$ cat src/rtl/assert_macros.svh
// assertion helper macros for the field grid lookup rtl
`ifndef ASSERT_MACROS_SVH
`define ASSERT_MACROS_SVH
`ifndef SYNTHESIS
// property must hold at every clock edge outside reset
`define FGTL_ASSERT(lbl, clk, rst, prop) \
   lbl: assert property (@(posedge clk) disable iff (rst) (prop)) \
      else $error("fgtl assertion failed");
// condition must never be true outside reset
`define FGTL_NEVER(lbl, clk, rst, cond) \
   lbl: assert property (@(posedge clk) disable iff (rst) !(cond)) \
      else $error("fgtl forbidden condition");
`else
`define FGTL_ASSERT(lbl, clk, rst, prop)
`define FGTL_NEVER(lbl, clk, rst, cond)
`endif
`endif

$ cat src/rtl/fgtl_pkg.sv
// shared types, constants and helpers of the field grid lookup
`default_nettype none
package fgtl_pkg;

   localparam int GRID_X = 16;
   localparam int GRID_Y = 16;
   localparam int GRID_Z = 16;
   localparam int GRID_MAX = (GRID_X > GRID_Y) ?
                             ((GRID_X > GRID_Z) ? GRID_X : GRID_Z) :
                             ((GRID_Y > GRID_Z) ? GRID_Y : GRID_Z);
   localparam int IW = $clog2(GRID_MAX);
   localparam int CELLS = GRID_X * GRID_Y * GRID_Z;
   localparam int AW = $clog2(CELLS);
   localparam int FW = 24;
   localparam int RND_W = 25;
   localparam int FRAC_W = 12;

   localparam logic FUNC_WRITE  = 1'b0;
   localparam logic FUNC_LOOKUP = 1'b1;

   typedef enum logic [2:0] {
      CSR_ORIGIN_X   = 3'd0,
      CSR_ORIGIN_Y   = 3'd1,
      CSR_ORIGIN_Z   = 3'd2,
      CSR_INV_STEP_X = 3'd3,
      CSR_INV_STEP_Y = 3'd4,
      CSR_INV_STEP_Z = 3'd5
   } csr_index_type;

   typedef struct packed {
      logic                 func;
      logic signed [31:0]   pos_x;
      logic signed [31:0]   pos_y;
      logic signed [31:0]   pos_z;
      logic [3:0]           cell_x;
      logic [3:0]           cell_y;
      logic [3:0]           cell_z;
      logic signed [FW-1:0] field_in_x;
      logic signed [FW-1:0] field_in_y;
      logic signed [FW-1:0] field_in_z;
   } req_type;

   typedef struct packed {
      logic signed [FW-1:0] field_out_x;
      logic signed [FW-1:0] field_out_y;
      logic signed [FW-1:0] field_out_z;
      logic                 in_range;
   } rsp_type;

   typedef struct packed {
      logic signed [FW-1:0] x;
      logic signed [FW-1:0] y;
      logic signed [FW-1:0] z;
   } entry_type;

   // per-axis cell index and fraction from the scaling unit
   typedef struct packed {
      logic                        done;
      logic                        oor;
      logic [2:0]                  neg;
      logic [2:0][IW-1:0]          idx;
      logic [2:0][FRAC_W-1:0]      frac;
   } axis_res_type;

   typedef struct packed {
      logic                   issue;
      logic                   clear;
      logic                   round;
      logic [2:0]             corner;
      logic [2:0][FRAC_W-1:0] frac;
   } blend_ctl_type;

   typedef struct packed {
      logic signed [RND_W-1:0] x;
      logic signed [RND_W-1:0] y;
      logic signed [RND_W-1:0] z;
   } rnd_type;

   // flat entry address, x major and z minor
   function automatic logic [AW-1:0] flat_addr(input logic [IW-1:0] x,
                                               input logic [IW-1:0] y,
                                               input logic [IW-1:0] z);
      return AW'((AW'(x) * AW'(GRID_Y) + AW'(y)) * AW'(GRID_Z) + AW'(z));
   endfunction

endpackage
`default_nettype wire

$ cat src/rtl/fgtl_axis.sv
// offset, magnitude and step scaling of the three axes on one shared multiplier
`default_nettype none
module fgtl_axis (
   input  wire logic               clock,
   input  wire logic               reset,
   input  wire logic               go,
   input  wire logic [2:0][31:0]   pos,
   input  wire logic [2:0][31:0]   origin,
   input  wire logic [2:0][31:0]   inv_step,
   output fgtl_pkg::axis_res_type  res
);
   import fgtl_pkg::*;

   typedef enum logic [2:0] {A_IDLE, A_ABS, A_LO, A_HI, A_SUM} astate_type;

   localparam int GRID_N [3] = '{GRID_X, GRID_Y, GRID_Z};

   astate_type              state_ff;
   logic [1:0]              ax_ff;
   logic [2:0][32:0]        d_ff;
   logic [2:0][32:0]        mag_ff;
   logic [48:0]             lo_ff;
   logic [48:0]             hi_ff;
   logic [64:0]             s_in;
   logic [40:0]             idx_full;
   logic                    done_ff;
   logic                    oor_ff;
   logic [2:0]              neg_ff;
   logic [2:0][IW-1:0]      idx_ff;
   logic [2:0][FRAC_W-1:0]  frac_ff;

   // full product from the two partial products
   assign s_in     = {16'd0, lo_ff} + {hi_ff, 16'd0};
   assign idx_full = s_in[64:24];

   always_ff @(posedge clock) begin
      done_ff <= 1'b0;
      if (reset) begin
         state_ff <= A_IDLE;
         ax_ff    <= 2'd0;
         oor_ff   <= 1'b0;
      end else begin
         unique case (state_ff)
            A_IDLE: begin
               if (go) begin
                  for (int k = 0; k < 3; k++) begin
                     d_ff[k] <= {pos[k][31], pos[k]} - {origin[k][31], origin[k]};
                  end
                  oor_ff   <= 1'b0;
                  ax_ff    <= 2'd0;
                  state_ff <= A_ABS;
               end
            end
            A_ABS: begin
               for (int k = 0; k < 3; k++) begin
                  neg_ff[k] <= d_ff[k][32];
                  mag_ff[k] <= d_ff[k][32] ? (33'd0 - d_ff[k]) : d_ff[k];
               end
               state_ff <= A_LO;
            end
            A_LO: begin
               lo_ff    <= 49'(mag_ff[ax_ff] * inv_step[ax_ff][15:0]);
               state_ff <= A_HI;
            end
            A_HI: begin
               hi_ff    <= 49'(mag_ff[ax_ff] * inv_step[ax_ff][31:16]);
               state_ff <= A_SUM;
            end
            A_SUM: begin
               idx_ff[ax_ff]  <= s_in[24 +: IW];
               frac_ff[ax_ff] <= s_in[23:12];
               if (idx_full >= 41'(GRID_N[ax_ff] - 1)) begin
                  oor_ff <= 1'b1;
               end
               if (ax_ff == 2'd2) begin
                  done_ff  <= 1'b1;
                  state_ff <= A_IDLE;
               end else begin
                  ax_ff    <= ax_ff + 2'd1;
                  state_ff <= A_LO;
               end
            end
            default: state_ff <= A_IDLE;
         endcase
      end
   end

   assign res.done = done_ff;
   assign res.oor  = oor_ff;
   assign res.neg  = neg_ff;
   assign res.idx  = idx_ff;
   assign res.frac = frac_ff;
endmodule
`default_nettype wire

$ cat config.mk
export PLATFORM = sky130hd
export DESIGN_NAME = fgtl_axis
export DESIGN_NICKNAME = d
export VERILOG_FILES = /design/src/rtl/assert_macros.svh /design/src/rtl/fgtl_pkg.sv /design/src/rtl/fgtl_axis.sv
export SDC_FILE = /design/constraint.sdc
export NUM_CORES = 2
export LEC_CHECK = 0
export ABC_AREA = 1
export BUFFER_PORTS_ARGS = -buffer_cell sky130_fd_sc_hd__buf_2
export CAP_MARGIN = 30
export CELL_PAD_IN_SITES_DETAIL_PLACEMENT = 1
export CELL_PAD_IN_SITES_GLOBAL_PLACEMENT = 1
export CORE_MARGIN = 3
export CORE_UTILIZATION = 47
export DETAILED_ROUTE_END_ITERATION = 10
export PLACE_DENSITY = 0.85
export SYNTH_ARGS = -nofsm -noshare
export SYNTH_HDL_FRONTEND = slang
export SYNTH_SLANG_ARGS = --single-unit
$ cat constraint.sdc
create_clock -name clock -period 10.9 [get_ports clock]
set_input_delay 3.27 -clock clock [delete_from_list [all_inputs] [get_ports clock]]
set_output_delay 3.27 -clock clock [all_outputs]
set_load 0.02 [all_outputs]
==> impl_metrics.csv <==
group,metric,value,unit
status,outcome,"finished clean",
synthesis,yosysWarnings,0,
cts,cts_tree,"done",
global_route,grt_pass1_wl,314,mm
sta,maxSlewHeadroom,26.6,%
cells_and_area,final_cell_mix,"inv_1 (1,795), nand2_1 (1,726), fa_1 (867)",
floorplan,dieArea,127000,um2
cts,root_buffer,"clkbuf_16",
placed_design,port_buffers,343,
placed_design,gp_congestion,0.951,
sta,setup_viol,0,
detailed_routing,vias_per_cell,5.46,
floorplan,pin_count,344,
detailed_routing,routed_wl,200,mm
global_route,grt_pass1_vias,56700,
global_route,grt_overflow,0,
setup_path,required,11.25,ns
run,drv_cap,0,
cts,cts_hold_buf,0,
sta,worst_slew_pin_slew,1.10,ns
detailed_routing,avgRoutedWirePerCell,21.9,um
setup_path,cp_max_fo,14,
global_route,grt_max_degree,68,
synthesis,synth_compound_area_share,7.84,%
synthesis,yosys_most_used_dff,"edfxtp_1",
setup_path,start_kind,"primary input",
detailed_routing,antenna_left,0,
synthesis,synth_simple_gate_area_share,17.2,%
cts,clock_latency,0.60,ns
sta,final_max_slew_viol_count,0,
synthesis,yosys-top-cells-area,"fa_1 (30%), edfxtp_1 (17%), inv_1 (12%)",
detailed_routing,firstDrtPassIters,5,
floorplan,die_x,356,um
sta,hold_viol,0,
setup_path,critPathBufInv,6,
min_path,min_path_type,"flip-flop to flip-flop",
synthesis,synthMuxAreaShare,0,%
setup_path,cpMaxStageDelayCell,"o21ai_2",
sta,min_period,9.46,ns
cts,cts_made_buffers,41,
cts,clkTransAtPathRegs,0.06,ns
detailed_routing,drtIter0Drc,3312,
cts,post_cts_buffers,0,
setup_path,critical_path_class,"primary input to flip-flop",
sta,period_share,86.8,%
cts,cts.sinks,342,
cts,cts_max_level,2,
detailed_routing,drc,0,
setup_path,max_stage_delay,0.90,ns
setup_path,crit_family,"adder cells",
setup_path,crit_top_cell,"fa_1",
floorplan,initial_core_util,47.7,%
synthesis,synth_top_area_share,30.2,%
sta,finClkSkew,0.0340,ns
cts,cts_buffer_depth,3,
cells_and_area,areaGrowthSynthToFinish,8.79,%
global_route,grt_antenna_before_repair,4,
synthesis,ys_ff_latch,342,
synthesis,synth_xor_xnor_area_share,4.54,%
placed_design,hpwl,161,mm
floorplan,die_h,356,um
synthesis,async_reset_ff_share,0,%
cells_and_area,fin_nets,9050,
setup_path,cp_cell_sequence,"buf_2 > o21ai_0 > o21ai_2 > buf_4 > nand2_1 > fa_1 > inv_1 > fa_1 > fa_1 > fa_1 > fa_1 > inv_1 > fa_1 > inv_1 > ha_1 > nand2_1 > nor2_1 > inv_1 > nor4_1 > o21ai_0 > nand3_1 > xor2_1",
cells_and_area,drive_above_1_share,8.19,%
synthesis,synth_adder_area_share,39.1,%
sta,rsz0062_at_grt,"false",
setup_path,cp.arrival,9.81,ns
synthesis,synth_cells,7241,
sta,fmax,106,MHz
sta,fin_tns_setup,0,ns
synthesis,yosysUniqueCellTypes,56,
cts,post_cts_resized,0,
synthesis,synth_area,57500,um2
synthesis,seq_area_frac_synth,17.7,%
global_route,grt_usage,31.9,%
cells_and_area,final_common_cell,"inv_1",
synthesis,syn_nets,8811,
synthesis,synth_edf_count,335,
synthesis,synth_top_family_by_area,"adder cells",
floorplan,core_area,121000,um2
synthesis,yosys.area.top_type,"fa_1",
setup_path,end_kind,"flip-flop",
cells_and_area,fill_cells,15000,
floorplan,rows,127,
detailed_routing,vias,49800,
synthesis,synth_area_per_cell,7.95,um2
==> path summary, 6_finish.rpt <==
check / from / end / slack [ns] / depth (start not counted)
max: inv_step[25] / hi_ff[41] / 1.44 / 22
min: d_ff[33] / mag_ff[33] / 0.46 / 0
max reg2reg: ax_ff[1] / lo_ff[40] / 2.57 / 26
min reg2reg: d_ff[33] / mag_ff[33] / 0.46 / 0
==> kinds of logic after synthesis <==
logic type               Yosys count
flip-flops                       342
adder cells (fa/ha/maj)         1279
XOR/XNOR                         298
AO/OA/AOI/OAI                    799
buffers and inverters           2036
AND/OR/NAND/NOR                 2487
==> state kept, by name, indices dropped and copies added, names as in the netlist <==
name      flops
res          48
mag_ff       99
state_ff      3
lo_ff        37
ax_ff         2
done_ff       1
hi_ff        49
neg_ff        3
oor_ff        1
d_ff         99
==> metrics by stage <==
| stage | hold WS, ns | cell area (um2) | std cells | setup WS, ns | utilization [%] |
|---|---|---|---|---|---|
| floorplan | 0.424 | 57500 | 7241 | 2.10 | - |
| global placement | 0.447 | 61200 | 9046 | 1.14 | 50.7 |
| detailed placement | 0.444 | 61200 | 9048 | 0.922 | 50.7 |
| CTS | 0.459 | 62600 | 9123 | 1.57 | 51.8 |
| global route | 0.466 | 62600 | 9124 | 1.23 | 51.8 |
| finish | 0.462 | 62600 | 9125 | 1.44 | 51.8 |
==> layer usage <==
metal  up-vias  routed length, um  part of all wire (%)  global-route usage [%]
met4         2              12400                   6.2                    16.7
li1      22300                  -                     -                       -
met1     24800              76700                    38                    38.2
met2      2029              96800                    48                    55.2
met3       643              14300                   7.2                    5.28
met5         -                 13                0.0065                       0
==> cell usage after synthesis, types with 3 or more instances <==
library cell and number:
a21boi_0 8, nor3_1 54, clkbuf_1 103, o21ai_1 88, nor2_2 7, buf_4 3, nor4_1 32, o31ai_1 5
fa_1 867, nand4_1 27, a21oi_1 304, buf_2 123, xnor2_1 104, and3_1 7, inv_1 1795, o221ai_1 4
xor2_1 194, o21bai_1 34, ha_1 412, nand3_1 108, a21oi_2 7, o21ai_2 5, a21o_1 22, o211ai_1 12
o2111ai_1 9, edfxtp_1 335, nand2_1 1726, a211oi_1 8, o21a_1 34, inv_2 4, nand2_2 7, o21ai_0 208
nor3_2 10, or2_2 6, nand3b_1 10, buf_1 6, dfxtp_1 7, nor2_1 486, a221oi_1 9, a31oi_1 35
==> worst register-to-register path, delay by kind of cell, from the launching register on <==
kind                       cells  cell delay (ns)
xor gates and xnor gates       1             0.16
adders and majority gates      7             3.54
DFF                            1             0.42
AOI/OAI and AO/OA              3             1.08
and+or+nand+nor                7             1.18
buffers and inverters          8             1.72
==> area by class of cell <==
class / instances / area (um2) / share of cell area [%]
multi-input combinational: 4863 / 39800 / 63.6
sequential: 342 / 10200 / 16.3
inverter: 1801 / 6760 / 10.8
timing repair buffer: 431 / 2450 / 3.92
tap: 1612 / 2020 / 3.22
clock buffer: 47 / 1050 / 1.67
clock inverter: 28 / 312 / 0.498
antenna: 1 / 2.50 / 0.00400
Power is left out: the tool's default activity adds up to more than one toggle a clock period on the data nets, which glitch-free logic cannot reach.
